$ cat src/rtl/bdcc_pkg.sv
// Shared types and constants of the button debounce and click classifier.
package bdcc_pkg;

  localparam int unsigned TimeW = 32;
  localparam int unsigned WinW = 16;
  localparam int unsigned CountW = 4;
  localparam int unsigned CfgIdxW = 3;
  localparam int unsigned FifoDepth = 4;

  localparam logic [CountW-1:0] ClickMax = 4'd15;

  localparam logic [CfgIdxW-1:0] CFG_ACTIVE_LOW = 3'd0;
  localparam logic [CfgIdxW-1:0] CFG_NORM_CLOSED = 3'd1;
  localparam logic [CfgIdxW-1:0] CFG_EVENTS_EN = 3'd2;
  localparam logic [CfgIdxW-1:0] CFG_DEBOUNCE_WIN = 3'd3;
  localparam logic [CfgIdxW-1:0] CFG_LONG_WIN = 3'd4;
  localparam logic [CfgIdxW-1:0] CFG_REPEAT_WIN = 3'd5;

  typedef enum logic [2:0] {
    EV_NONE     = 3'd0,
    EV_PRESSED  = 3'd1,
    EV_RELEASED = 3'd2,
    EV_CLICKED  = 3'd3,
    EV_DOUBLE   = 3'd4,
    EV_REPEAT   = 3'd5,
    EV_LONG     = 3'd6
  } bdcc_event_e;

  typedef struct packed {
    logic            active_low_wiring;
    logic            normally_closed;
    logic            events_enabled;
    logic [WinW-1:0] debounce_window;
    logic [WinW-1:0] long_press_window;
    logic [WinW-1:0] repeat_click_window;
  } cfg_t;

  typedef struct packed {
    logic              previous_level;
    logic              is_debounced;
    logic [TimeW-1:0]  change_time;
    logic [TimeW-1:0]  press_time;
    logic [TimeW-1:0]  release_time;
    logic [CountW-1:0] click_count;
  } state_t;

  typedef struct packed {
    logic        pressed_level;
    bdcc_event_e event_code;
    logic        last_result;
  } result_t;

  typedef struct packed {
    logic    push;
    logic    push2;
    result_t first;
    result_t second;
  } push_t;

endpackage

$ cat src/rtl/bdcc_if.sv
// Valid/ready channel interfaces for pin samples and classified results.
interface bdcc_in_if;
  import bdcc_pkg::*;
  logic             valid;
  logic             ready;
  logic             pin_level;
  logic [TimeW-1:0] now_ticks;

  modport source (output valid, output pin_level, output now_ticks, input ready);
  modport sink (input valid, input pin_level, input now_ticks, output ready);
endinterface

interface bdcc_out_if;
  logic       valid;
  logic       ready;
  logic       pressed_level;
  logic [2:0] event_code;
  logic       last_result;

  modport source (output valid, output pressed_level, output event_code,
                  output last_result, input ready);
  modport sink (input valid, input pressed_level, input event_code,
                input last_result, output ready);
endinterface

$ cat src/rtl/bdcc_classify.sv
// Debounce update and click classification for one registered pin sample.
module bdcc_classify
  import bdcc_pkg::*;
(
  input  cfg_t             cfg_i,
  input  state_t           state_i,
  input  logic             pin_level_i,
  input  logic [TimeW-1:0] now_ticks_i,
  output state_t           state_d_o,
  output push_t            push_o
);

  logic             level;
  logic [TimeW-1:0] dt_change;
  logic [TimeW-1:0] dt_press;
  logic [1:0]       n_ev;
  bdcc_event_e      ev0;
  bdcc_event_e      ev1;
  state_t           st;

  assign level     = pin_level_i ^ cfg_i.active_low_wiring ^ cfg_i.normally_closed;
  assign dt_change = now_ticks_i - state_i.change_time;
  assign dt_press  = now_ticks_i - state_i.press_time;

  always_comb begin
    st   = state_i;
    ev0  = EV_NONE;
    ev1  = EV_NONE;
    n_ev = 2'd0;
    if (cfg_i.events_enabled) begin
      if (level == state_i.previous_level) begin
        if (!state_i.is_debounced && (dt_change > {16'd0, cfg_i.debounce_window})) begin
          st.is_debounced = 1'b1;
        end
      end else begin
        st.previous_level = level;
        st.change_time    = now_ticks_i;
        st.is_debounced   = 1'b0;
      end
      if (st.is_debounced) begin
        if (level) begin
          if (state_i.press_time <= state_i.release_time) begin
            st.press_time   = now_ticks_i;
            st.release_time = '0;
            ev0  = EV_PRESSED;
            n_ev = 2'd1;
            if (state_i.click_count < ClickMax) begin
              st.click_count = state_i.click_count + 4'd1;
            end
          end else if ((state_i.click_count != '0) &&
                       (dt_press > {16'd0, cfg_i.long_press_window})) begin
            if (state_i.click_count == 4'd2) begin
              ev0  = EV_CLICKED;
              ev1  = EV_LONG;
              n_ev = 2'd2;
            end else if (state_i.click_count == 4'd3) begin
              ev0  = EV_DOUBLE;
              ev1  = EV_LONG;
              n_ev = 2'd2;
            end else begin
              ev0  = EV_LONG;
              n_ev = 2'd1;
            end
            st.click_count = '0;
          end
        end else begin
          if (state_i.press_time > state_i.release_time) begin
            st.release_time = now_ticks_i;
            ev0 = EV_RELEASED;
            if (state_i.click_count > 4'd2) begin
              ev1  = EV_REPEAT;
              n_ev = 2'd2;
            end else begin
              n_ev = 2'd1;
            end
          end else if ((state_i.click_count != '0) &&
                       (dt_press > {16'd0, cfg_i.repeat_click_window})) begin
            if (state_i.click_count == 4'd1) begin
              ev0  = EV_CLICKED;
              n_ev = 2'd1;
            end else if (state_i.click_count == 4'd2) begin
              ev0  = EV_DOUBLE;
              n_ev = 2'd1;
            end
            st.click_count = '0;
          end
        end
      end
    end
  end

  assign state_d_o = st;

  always_comb begin
    push_o.push                = 1'b1;
    push_o.push2               = (n_ev == 2'd2);
    push_o.first.pressed_level = level;
    push_o.first.event_code    = ev0;
    push_o.first.last_result   = (n_ev != 2'd2);
    push_o.second.pressed_level = level;
    push_o.second.event_code    = ev1;
    push_o.second.last_result   = 1'b1;
  end

endmodule

$ cat src/rtl/bdcc_out_fifo.sv
// Result queue that takes one or two results per cycle and drives the output channel.
module bdcc_out_fifo
  import bdcc_pkg::*;
(
  input  logic                         clk_i,
  input  logic                         rst_ni,
  input  push_t                        push_i,
  output logic [$clog2(FifoDepth):0]   count_o,
  bdcc_out_if.source                   out_o
);

  localparam int unsigned PtrW = $clog2(FifoDepth);

  result_t             mem_q [FifoDepth];
  logic [PtrW-1:0]     wr_q, wr_d;
  logic [PtrW-1:0]     rd_q, rd_d;
  logic [PtrW:0]       cnt_q, cnt_d;
  logic                pop;
  logic [PtrW-1:0]     wr_next;
  result_t             head;

  assign pop     = out_o.valid && out_o.ready;
  assign wr_next = wr_q + 1'b1;
  assign head    = mem_q[rd_q];

  always_comb begin
    wr_d  = wr_q;
    rd_d  = rd_q;
    cnt_d = cnt_q;
    if (push_i.push) begin
      wr_d  = push_i.push2 ? PtrW'(wr_q + 2'd2) : wr_next;
      cnt_d = cnt_d + (push_i.push2 ? (PtrW+1)'(2) : (PtrW+1)'(1));
    end
    if (pop) begin
      rd_d  = rd_q + 1'b1;
      cnt_d = cnt_d - 1'b1;
    end
  end

  always_ff @(posedge clk_i or negedge rst_ni) begin
    if (!rst_ni) begin
      wr_q  <= '0;
      rd_q  <= '0;
      cnt_q <= '0;
    end else begin
      wr_q  <= wr_d;
      rd_q  <= rd_d;
      cnt_q <= cnt_d;
    end
  end

  always_ff @(posedge clk_i) begin
    if (push_i.push) begin
      mem_q[wr_q] <= push_i.first;
      if (push_i.push2) begin
        mem_q[wr_next] <= push_i.second;
      end
    end
  end

  assign count_o             = cnt_q;
  assign out_o.valid         = (cnt_q != '0);
  assign out_o.pressed_level = head.pressed_level;
  assign out_o.event_code    = head.event_code;
  assign out_o.last_result   = head.last_result;

endmodule

$ cat src/rtl/button_debounce_click_classifier.sv
// Top level of the button debounce and click classifier.
//
// Usage: one pin sample with its 32-bit timestamp enters per transaction on
// the input channel. Each sample gives one or two result transactions on the
// output channel; only the final one of a sample has last_result set, and a
// sample that raises no event gives one result with event code none.
// An accepted sample passes through the input register and then the result
// queue before its first result is offered. Throughput is one sample per
// cycle while each gives one result and the receiver does not stall; the
// two results of a sample leave one at a time through the single read port
// of the four-entry result queue. The user must write configuration registers
// through the write port only while the block is idle; the block itself does
// not enforce this. A write takes effect for the next sample. Reset clears
// the debounce and click state, empties the queue and loads the default
// configuration. When the receiver stalls, results wait in the queue; the
// input register holds its sample, refusing input, while fewer than two
// queue entries are free.
module button_debounce_click_classifier
  import bdcc_pkg::*;
(
  input  logic               clk_i,
  input  logic               rst_ni,
  input  logic               cfg_we_i,
  input  logic [CfgIdxW-1:0] cfg_idx_i,
  input  logic [WinW-1:0]    cfg_data_i,
  bdcc_in_if.sink            in_i,
  bdcc_out_if.source         out_o
);

  cfg_t                        cfg_q;
  state_t                      state_q, state_d;
  logic                        s1_valid_q;
  logic                        s1_pin_q;
  logic [TimeW-1:0]            s1_now_q;
  logic [$clog2(FifoDepth):0]  fifo_cnt;
  logic                        advance;
  push_t                       push_raw;
  push_t                       push;

  assign advance    = s1_valid_q && (fifo_cnt <= ($clog2(FifoDepth)+1)'(FifoDepth - 2));
  assign in_i.ready = !s1_valid_q || advance;

  always_ff @(posedge clk_i or negedge rst_ni) begin
    if (!rst_ni) begin
      cfg_q.active_low_wiring   <= 1'b0;
      cfg_q.normally_closed     <= 1'b0;
      cfg_q.events_enabled      <= 1'b1;
      cfg_q.debounce_window     <= 16'd50;
      cfg_q.long_press_window   <= 16'd1000;
      cfg_q.repeat_click_window <= 16'd300;
    end else if (cfg_we_i) begin
      case (cfg_idx_i)
        CFG_ACTIVE_LOW:   cfg_q.active_low_wiring   <= cfg_data_i[0];
        CFG_NORM_CLOSED:  cfg_q.normally_closed     <= cfg_data_i[0];
        CFG_EVENTS_EN:    cfg_q.events_enabled      <= cfg_data_i[0];
        CFG_DEBOUNCE_WIN: cfg_q.debounce_window     <= cfg_data_i;
        CFG_LONG_WIN:     cfg_q.long_press_window   <= cfg_data_i;
        CFG_REPEAT_WIN:   cfg_q.repeat_click_window <= cfg_data_i;
        default: ;
      endcase
    end
  end

  always_ff @(posedge clk_i or negedge rst_ni) begin
    if (!rst_ni) begin
      s1_valid_q <= 1'b0;
      state_q    <= '0;
    end else begin
      if (in_i.ready) begin
        s1_valid_q <= in_i.valid;
      end
      if (advance) begin
        state_q <= state_d;
      end
    end
  end

  always_ff @(posedge clk_i) begin
    if (in_i.valid && in_i.ready) begin
      s1_pin_q <= in_i.pin_level;
      s1_now_q <= in_i.now_ticks;
    end
  end

  bdcc_classify u_classify (
    .cfg_i       (cfg_q),
    .state_i     (state_q),
    .pin_level_i (s1_pin_q),
    .now_ticks_i (s1_now_q),
    .state_d_o   (state_d),
    .push_o      (push_raw)
  );

  always_comb begin
    push       = push_raw;
    push.push  = advance;
    push.push2 = advance && push_raw.push2;
  end

  bdcc_out_fifo u_out_fifo (
    .clk_i   (clk_i),
    .rst_ni  (rst_ni),
    .push_i  (push),
    .count_o (fifo_cnt),
    .out_o   (out_o)
  );

endmodule

$ cat src/flat_wrapper.sv
// flat-port wrapper written by rule: the top's interface ports become plain ports
module button_debounce_click_classifier_flat import bdcc_pkg::*;
  (clk_i, rst_ni, cfg_we_i, cfg_idx_i, cfg_data_i, in_i_valid, in_i_pin_level, in_i_now_ticks, in_i_ready, out_o_valid, out_o_pressed_level, out_o_event_code, out_o_last_result, out_o_ready);
  bdcc_in_if in_i_i ();
  bdcc_out_if out_o_i ();
  input  logic clk_i;
  input  logic rst_ni;
  input  logic cfg_we_i;
  input  logic [CfgIdxW-1:0] cfg_idx_i;
  input  logic [WinW-1:0] cfg_data_i;
  input wire logic [$bits(in_i_i.valid)-1:0] in_i_valid;
  input wire logic [$bits(in_i_i.pin_level)-1:0] in_i_pin_level;
  input wire logic [$bits(in_i_i.now_ticks)-1:0] in_i_now_ticks;
  output wire logic [$bits(in_i_i.ready)-1:0] in_i_ready;
  output wire logic [$bits(out_o_i.valid)-1:0] out_o_valid;
  output wire logic [$bits(out_o_i.pressed_level)-1:0] out_o_pressed_level;
  output wire logic [$bits(out_o_i.event_code)-1:0] out_o_event_code;
  output wire logic [$bits(out_o_i.last_result)-1:0] out_o_last_result;
  input wire logic [$bits(out_o_i.ready)-1:0] out_o_ready;
  assign in_i_i.valid = in_i_valid;
  assign in_i_i.pin_level = in_i_pin_level;
  assign in_i_i.now_ticks = in_i_now_ticks;
  assign in_i_ready = in_i_i.ready;
  assign out_o_valid = out_o_i.valid;
  assign out_o_pressed_level = out_o_i.pressed_level;
  assign out_o_event_code = out_o_i.event_code;
  assign out_o_last_result = out_o_i.last_result;
  assign out_o_i.ready = out_o_ready;
  button_debounce_click_classifier u_core (.clk_i(clk_i), .rst_ni(rst_ni), .cfg_we_i(cfg_we_i), .cfg_idx_i(cfg_idx_i), .cfg_data_i(cfg_data_i), .in_i(in_i_i), .out_o(out_o_i));
endmodule
$ cat config.mk
export PLATFORM = sky130hd
export DESIGN_NAME = button_debounce_click_classifier_flat
export DESIGN_NICKNAME = d
export VERILOG_FILES = /design/src/rtl/bdcc_pkg.sv /design/src/rtl/bdcc_if.sv /design/src/rtl/bdcc_classify.sv /design/src/rtl/bdcc_out_fifo.sv /design/src/rtl/button_debounce_click_classifier.sv /design/src/flat_wrapper.sv
export SDC_FILE = /design/constraint.sdc
export NUM_CORES = 1
export LEC_CHECK = 0
export BUFFER_PORTS_ARGS = -buffer_cell sky130_fd_sc_hd__buf_4
export CORE_AREA = 8 8 204 206
export DETAILED_ROUTE_END_ITERATION = 8
export DIE_AREA = 0 0 212 214
export GPL_ROUTABILITY_DRIVEN = 0
export HOLD_SLACK_MARGIN = 0.15
export PLACE_DENSITY_LB_ADDON = 0.25
export REMOVE_ABC_BUFFERS = 1
export SYNTH_ARGS = -nofsm -noshare
export SYNTH_HDL_FRONTEND = slang
export SYNTH_SLANG_ARGS = --single-unit
export TNS_END_PERCENT = 100
$ cat constraint.sdc
create_clock -name clk_i -period 5.25 [get_ports clk_i]
set_clock_uncertainty 0.15 [all_clocks]
set_input_delay 0.2625 -clock clk_i [delete_from_list [all_inputs] [get_ports clk_i]]
set_output_delay 0.2625 -clock clk_i [all_outputs]
set_load 0.01 [all_outputs]
==> results.txt, run 1 <==
The flow ran to the end, and the final reports show no timing, DRC or antenna violations. The max-slew headroom at the worst pin came out at 26.2%. After synthesis the cells add up to 15,100 um^2. After synthesis, the share of flip-flops with an asynchronous set or reset is 75.2%. Ranked by total cell area, the synthesized netlist is headed by dfrtp_1, ha_1, edfxtp_1, inv_1, o21ai_0. Entering global routing, the biggest net connects 65 pins. The terminating pin of the worst hold path is u_core.s1_now_q[10]. The highest clock rate came out at 191 MHz. The worst hold path begins at in_i_now_ticks[10].

The most used flip-flop cell after synthesis is dfrtp_1. The placement-stage worst setup slack is -0.455 ns. The worst register-to-register path ends at u_core.u_out_fifo.count_o[2]. The number of sinks on the clock net is 214.

The startpoint identified for the worst register-to-register timing path is u_core.s1_now_q[0]. The detailed router finished its first iteration with 617 violations. The effective utilization at floorplan came out at 39.4%. Synthesis inferred 214 register bits. The worst IR drop on VDD is 0.000341 V.

The area added between synthesis and finish is 27.1%. The count of boundary I/O pins came out at 64. Sequential cells were found to cover 37.1% of the synthesized design area. The number of flops mapped to enable cells by yosys came out at 49. The delay of the slowest critical-path stage is 0.40 ns.

The final antenna diode count came out at 0. The clock period minus worst slack is 5.23 ns. The clock insertion delay at the later pin of the skew report is 0.55 ns. The overall global routing resource usage came out at 18.4%.

By instance count, the leading cell after synthesis is inv_1. The leakage power figure is 8.40 nW. The number of nets still failing antenna checks after routing is 0. The post-synthesis cell count is 1,600. The total congestion overflow is 0.

The residual DRC count is 0. The top cell type's share of synthesized area is 24.4%. The final critical path takes up 99.6% of the cycle.

The detailed-route vias per instance is 5.34. By count the netlist is led by inv_1, ha_1, dfrtp_1. The floorplan step defined a die boundary enclosing 45,400 um^2. After the last flow step, the layout net total stands at 2,090. Synthesis instantiated 86 different standard cells from the library.

Dividing total power by cell area gives a power density of 659 nW/um^2. The multi-input combinational cells in the finished layout cover a total of 8800 um^2. The floorplan has 72 rows. The cell sitting at the root of the clock tree is a clkbuf_16. Measured along the x axis, the die boundary spans 212 um. In this run the number of H-tree levels came out at 1.

The routed wire length per instance came out at 17.5 um. The worst hold path belongs to the class in -> reg. The via count is 12,900. The placed cell count came out at 2,269. The worst setup path is captured at a flop. The standard cell with the maximum stage delay on the critical path is edfxtp_1. The clock-pin slew on the worst setup and hold paths is 0.07 ns. The worst setup path is launched from a flop. The post-route cell area came out at 19,200 um^2. The number of global-route vias before repair is 13,100. The fraction of layout cells with a size suffix above 1 is 22.0%.

The number of cells on the worst reg-to-reg path is 28. Yosys printed 0 warnings. The final critical-path setup slack is 0.0194 ns.

The clock buffer count from CTS is 26. The flop-to-flop setup slack is 0.02 ns. The count of filler cells inserted in the layout came out at 3,521. Setup repair after global routing could not meet its margin everywhere. The total setup violations reported at the end of the flow is 0. The max-slew violation count is 0. The arrival time reported for the critical path endpoint came out at 5.50 ns. The number of iterations in the first detailed-routing pass came out at 7. The longest clock path from root to sink contains 3 buffers. The final hold violation count is 0. The required arrival time at the worst endpoint came out at 5.52 ns. The first-pass GRT wire length came out at 68,400 um. The worst hold path cell count is 2. The most area-hungry cell type in the Yosys netlist is dfrtp_1. The initial antenna violation count came out at 0. The aggregate routed wire length came out at 42,100 um. From bottom edge to top edge, the die measures 214 um.

TritonCTS built the clock tree. The worst setup path is of the reg -> reg kind. The half-perimeter wire length of the detailed placement result is 31,600 um. The core area came out at 38,300 um^2. At the pin with the least slew margin, the transition time is 1.10 ns. The mean post-synth cell area is 9.42 um^2. During placement, the flow inserted port buffers numbering 63. The flip-flop and latch area is 5600 um^2. The reported max-cap violation count is 0. The post-placement cell area is 17,000 um^2.

The maximum fanout count along the critical path is 3. The filler-free cell count of the finished design is 2,410.
metal layers:
layer  up-vias  global-route usage, %  part of all wire (%)
met5         -                      0                     0
met4         0                   5.33                   2.2
met3        58                   2.05                   4.5
met2       275                   29.8                    46
met1      6226                   25.5                    47
li1       6303                      -                     -
worst max-delay path by stage:
| stage | depth (start not counted) | slack (ns) | to | start |
|---|---|---|---|---|
| 2_1_floorplan | 26 | -0.1 | u_core.u_out_fifo.count_o[2] | u_core.s1_now_q[0] |
| 3_3_place_gp | 27 | -0.24 | u_core.u_out_fifo.count_o[2] | u_core.s1_now_q[0] |
| 3_5_place_dp | 27 | -0.46 | u_core.u_out_fifo.count_o[2] | u_core.s1_now_q[0] |
| 4_1_cts | 30 | 0.01 | u_core.u_out_fifo.count_o[1] | u_core.s1_now_q[0] |
| 5_1_grt | 28 | -0.27 | u_core.u_out_fifo.count_o[2] | u_core.s1_now_q[0] |
| 6_report | 28 | 0.02 | u_core.u_out_fifo.count_o[2] | u_core.s1_now_q[0] |
what timing repair did:
action / CTS / global route
pin swaps: 10 / 34
hold buffers: 82 / 0
setup buffers: 9 / 2
resized for setup: 22 / 42
hold endpoints to repair: 152 / 0
setup endpoints to repair: 49 / 15
worst max-delay path, delay by kind of cell (launching register included):
family	cells	cell delay, ns
AOI/OAI and AO/OA	6	1.29
adders and majority gates	5	1.23
and+or+nand+nor	10	1.14
xor gates and xnor gates	3	0.48
DFF	1	0.40
buffers and inverters	4	0.38
logic make-up (layout without fill, tap and decap cells):
family / after synthesis / in the layout / synth area share (%)
AND/OR/NAND/NOR: 406 / 406 / 13.5
AO/OA/AOI/OAI: 440 / 440 / 18.7
XOR/XNOR: 53 / 53 / 3.08
buffers and inverters: 237 / 529 / 6.51
adder cells (fa/ha/maj): 161 / 161 / 13.5
multiplexers: 89 / 89 / 7.62
flip-flops: 214 / 214 / 37.1
cells in the final DEF (no fill, tap or decap), types with 44 or more instances in the layout:
cell type      netlist  final
nand3_1             46     45
inv_1              180    177
mux2_2              44     44
dfrtp_1            147    147
a21o_1              45     45
edfxtp_1            49     49
dlygate4sd3_1        0     81
buf_4                0    216
o21ai_0            129    124
nor2_1              58     55
nand2_1            142    139
a21oi_1            105    103
ha_1               159    153
report_power, final:
part / leakage (nW) / switching (mW) / total [mW] / internal (mW)
logic: 5.44 / 4.44 / 8.06 / 3.62
clock network: 0.462 / 0.736 / 1.92 / 1.18
registers: 2.50 / 0.376 / 2.66 / 2.28
final cells by class:
type,instances,share of cell area (%)
multi-input cells,1149,46.0
flip-flops and latches,214,29.2
repair buffers,301,13.1
clock buffers,36,4.03
inverters,180,3.53
well taps,518,3.38
clock inverters,12,0.823
through the flow:
step / total power [mW] / setup TNS (ns) / hold WS (ns) / util [%]
after detailed placement: 10.8 / -5.02 / 0.159 / 44.5
final: 12.6 / 0 / 0.287 / 50.0
after global placement: 10.6 / -0.408 / 0.160 / 44.5
after global routing: 13.7 / -0.948 / 0.259 / 50.0
after CTS: 13.0 / 0 / 0.251 / 49.5
after floorplan: 7.99 / -1.28 / -0.183 / -
state kept, by name, summed over array words and instances (netlist names):
| name | count |
|---|---|
| u_core.state_q | 102 |
| u_core.cfg_q | 51 |
| u_core.s1_now_q | 32 |
| u_core.u_out_fifo.mem_q | 20 |
| u_core.u_out_fifo.count_o | 3 |
| u_core.u_out_fifo.rd_q | 2 |
| u_core.u_out_fifo.wr_q | 2 |
| u_core.s1_pin_q | 1 |
| u_core.s1_valid_q | 1 |
(Power assumes the default switching activity.)
==> run 2: changes to the inputs <==
--- a/config.mk
+++ b/config.mk
@@ -6,9 +6,9 @@
 export NUM_CORES = 1
 export LEC_CHECK = 0
 export BUFFER_PORTS_ARGS = -buffer_cell sky130_fd_sc_hd__buf_4
-export CORE_AREA = 8 8 204 206
+export CORE_AREA = 3 3 199 201
 export DETAILED_ROUTE_END_ITERATION = 8
-export DIE_AREA = 0 0 212 214
+export DIE_AREA = 0 0 202 204
 export GPL_ROUTABILITY_DRIVEN = 0
 export HOLD_SLACK_MARGIN = 0.15
 export PLACE_DENSITY_LB_ADDON = 0.25
==> results.txt, run 2 (synthesis gave the netlist of run 1 again) <==
The placement-stage worst setup slack came out at -0.416 ns (+0.0395 ns). The worst setup path is launched from a flop. The violation count after the first detailed-route iteration came out at 694 (+12%). The number of buffers added on ports came to 63 (unchanged). The final core utilization came to 51.0% (+0.95 points).

The worst hold path begins at in_i_now_ticks[18]. Setup repair after global routing could not meet its margin everywhere. The worst IR drop on VDD is 0.000317 V (-6.9%).

The portion of the clock cycle consumed by the worst path in the final layout came out at 99.1% (-0.52 points). The transition time at the pin with the least slew margin came to 1.02 ns (-0.0847 ns). The required arrival time at the worst endpoint came to 5.53 ns (about the same).

The worst slack on hold paths came out at 0.279 ns (-0.00860 ns). The number of nets still failing antenna checks after routing came to 0 (unchanged). The register with the most flip-flops in the final layout is u_core.state_q. The routed wire length per instance was 17.0 um (-2.9%). The number of sinks on the clock net is 214 (unchanged). The final critical-path setup slack came out at 0.0469 ns (+0.0275 ns). The power density over the cells is 687 nW/um^2 (+4.2%). In this run the clock root is driven by a clkbuf_16.

The critical path starts at u_core.s1_now_q[8]. In the layout the commonest cells are buf_4, inv_1, ha_1. The total setup violations reported at the end of the flow came out at 0 (unchanged). The min-delay analysis places its worst path in the category in -> reg. The largest registers in the layout are u_core.state_q: 102 flops, u_core.cfg_q: 51 flops, u_core.s1_now_q: 32 flops. The footprint of the multi-input gates came out at 8790 um^2 (-0.14%). The total congestion overflow came out at 0 (unchanged). The count of filler cells inserted in the layout was 3,467 (-1.5%). The deepest clock path buffer count is 3 (unchanged). The final antenna diode count is 0 (unchanged). The CTS tree is built.

The fraction of layout cells with a size suffix above 1 is 22.5% (+0.47 points). The clock insertion delay at the later pin of the skew report came to 0.55 ns (about the same). The first-pass GRT wire length came out at 66,500 um (-2.7%).

The overall global routing resource usage is 19.8% (+1.4 points). The max-slew violation count came out at 0 (unchanged). The via count is 12,800 (-0.79%). The aggregate routed wire length came out at 41,100 um (-2.4%). The max-slew headroom at the worst pin came out at 31.9% (+5.7 points).

The type of the worst setup path is reg -> reg. The area added between synthesis and finish is 27.7%. The height of the die came out at 204 um (-4.7%).

The flop-to-flop setup slack came out at 0.05 ns (+0.03 ns). The half-perimeter wire length of the detailed placement result came out at 31,300 um (-1.0%). The highest clock rate is 192 MHz (+0.53%). The largest net degree at the start of global routing is 77 (+18%). The clock-pin slew on the worst setup and hold paths came out at 0.06 ns (about the same). The count of boundary I/O pins came to 64 (unchanged). The number of iterations in the first detailed-routing pass came out at 5 (-2). Leaving out fill and tap cells, the most frequent cell in the layout is buf_4. The maximum fanout count along the critical path came out at 5 (+2). The clock buffer count from CTS was 26 (unchanged). The number of cells on the worst reg-to-reg path was 24 (-14%). The final hold violation count was 0 (unchanged). The count of standard-cell rows came out at 71 (-1.4%). The number of global-route vias before repair came out at 12,900 (-2.2%). The worst hold path cell count was 2 (unchanged).

The overall die width is 202 um (-4.7%). The initial antenna violation count is 0 (unchanged). The clock period minus worst slack is 5.20 ns (-0.0275 ns). The flow ran to the end, and the final reports show no timing, DRC or antenna violations. The effective utilization at floorplan was 39.9% (+0.55 points).

The detailed-route vias per instance came out at 5.27 (-1.2%). The reported max-cap violation count is 0 (unchanged). The core area is 37,800 um^2 (-1.4%). The H-tree level count came out at 1 (unchanged). The leakage power figure came out at 8.46 nW (+0.73%). The flip-flop and latch area is 5600 um^2 (unchanged). The final-layout setup total negative slack came out at 0 ns (unchanged). The layout net count is 2,108 (+0.86%). The residual DRC count is 0 (unchanged).

The arrival time reported for the critical path endpoint is 5.48 ns (-0.02 ns). The number of flip-flops in the largest register came out at 102 (unchanged). In this run the critical register-to-register path is launched from u_core.s1_now_q[8]. The worst setup path is captured at a flop. The die area came to 41,200 um^2 (-9.2%).
-- run 2: per-layer routing --
layer / share of wire [%] / track usage [%] / up-vias
li1: - / - / 6353
met1: 48 / 27.5 / 6033
met2: 44 / 32.1 / 287
met3: 4.2 / 2.47 / 87
met4: 3.2 / 6.45 / 0
met5: 0 / 0 / -
-- run 2: worst paths after layout --
path	endpoint
setup reg to reg	u_core.u_out_fifo.count_o[2]
min in group asynchronous	u_core.state_q[37]
max in group asynchronous	u_core.state_q[14]
hold / removal	u_core.s1_now_q[18]
setup / recovery	u_core.u_out_fifo.count_o[2]
hold reg to reg	u_core.u_out_fifo.mem_q[0][0]
-- run 2: power by group --
part / total, mW / leakage (nW) / internal (mW) / switching (mW)
combinational: 8.66 / 5.52 / 3.94 / 4.72
sequential: 2.71 / 2.50 / 2.32 / 0.392
clock: 1.86 / 0.440 / 1.16 / 0.706
total: 13.2 / 8.46 / 7.42 / 5.82
-- run 2: final cells by class --
cell class                      instances  area share (%)
Multi-Input combinational cell       1149            45.7
Sequential cell                       214            29.1
Tap cell                              511            3.32
Inverter                              180            3.51
Clock inverter                         10           0.676
Clock buffer                           38            3.98
Timing Repair Buffer                  319            13.8
-- run 2: timing repair --
action / CTS / global route
pin swaps: 20 / 47
hold buffers: 87 / 0
endpoints found under the hold margin: 237 / 0
resized for setup: 24 / 42
setup endpoints to repair: 66 / 78
setup buffers: 13 / 8
-- run 2: through the flow --
step / std cells / instance area, um^2 / power, mW
final: 2421 / 19300 / 13.2
after global routing: 2421 / 19300 / 13.7
after CTS: 2416 / 19000 / 13.0
after detailed placement: 2268 / 17100 / 10.8
after global placement: 2268 / 17100 / 10.6
after floorplan: 1543 / 14800 / 7.99
-- run 2: worst max-delay path, stage by stage, from the launching register on --
cell and delay (ns):
edfxtp_1 0.40, ha_1 0.40, a2111oi_4 0.39, o21ai_2 0.12, a41oi_2 0.23, nand2_1 0.09, xor2_1 0.15, ha_1 0.30
a21o_1 0.16, a21o_1 0.17, a221o_1 0.30, a2bb2oi_2 0.17, a2111oi_2 0.29, nand4_1 0.15, and4bb_4 0.41, nor3_4 0.06
nand2_2 0.09, inv_2 0.06, ha_4 0.27, xnor2_2 0.10, nor2_1 0.07, a21oi_2 0.20, ha_4 0.16, nand2_2 0.04
xor2_1 0.15
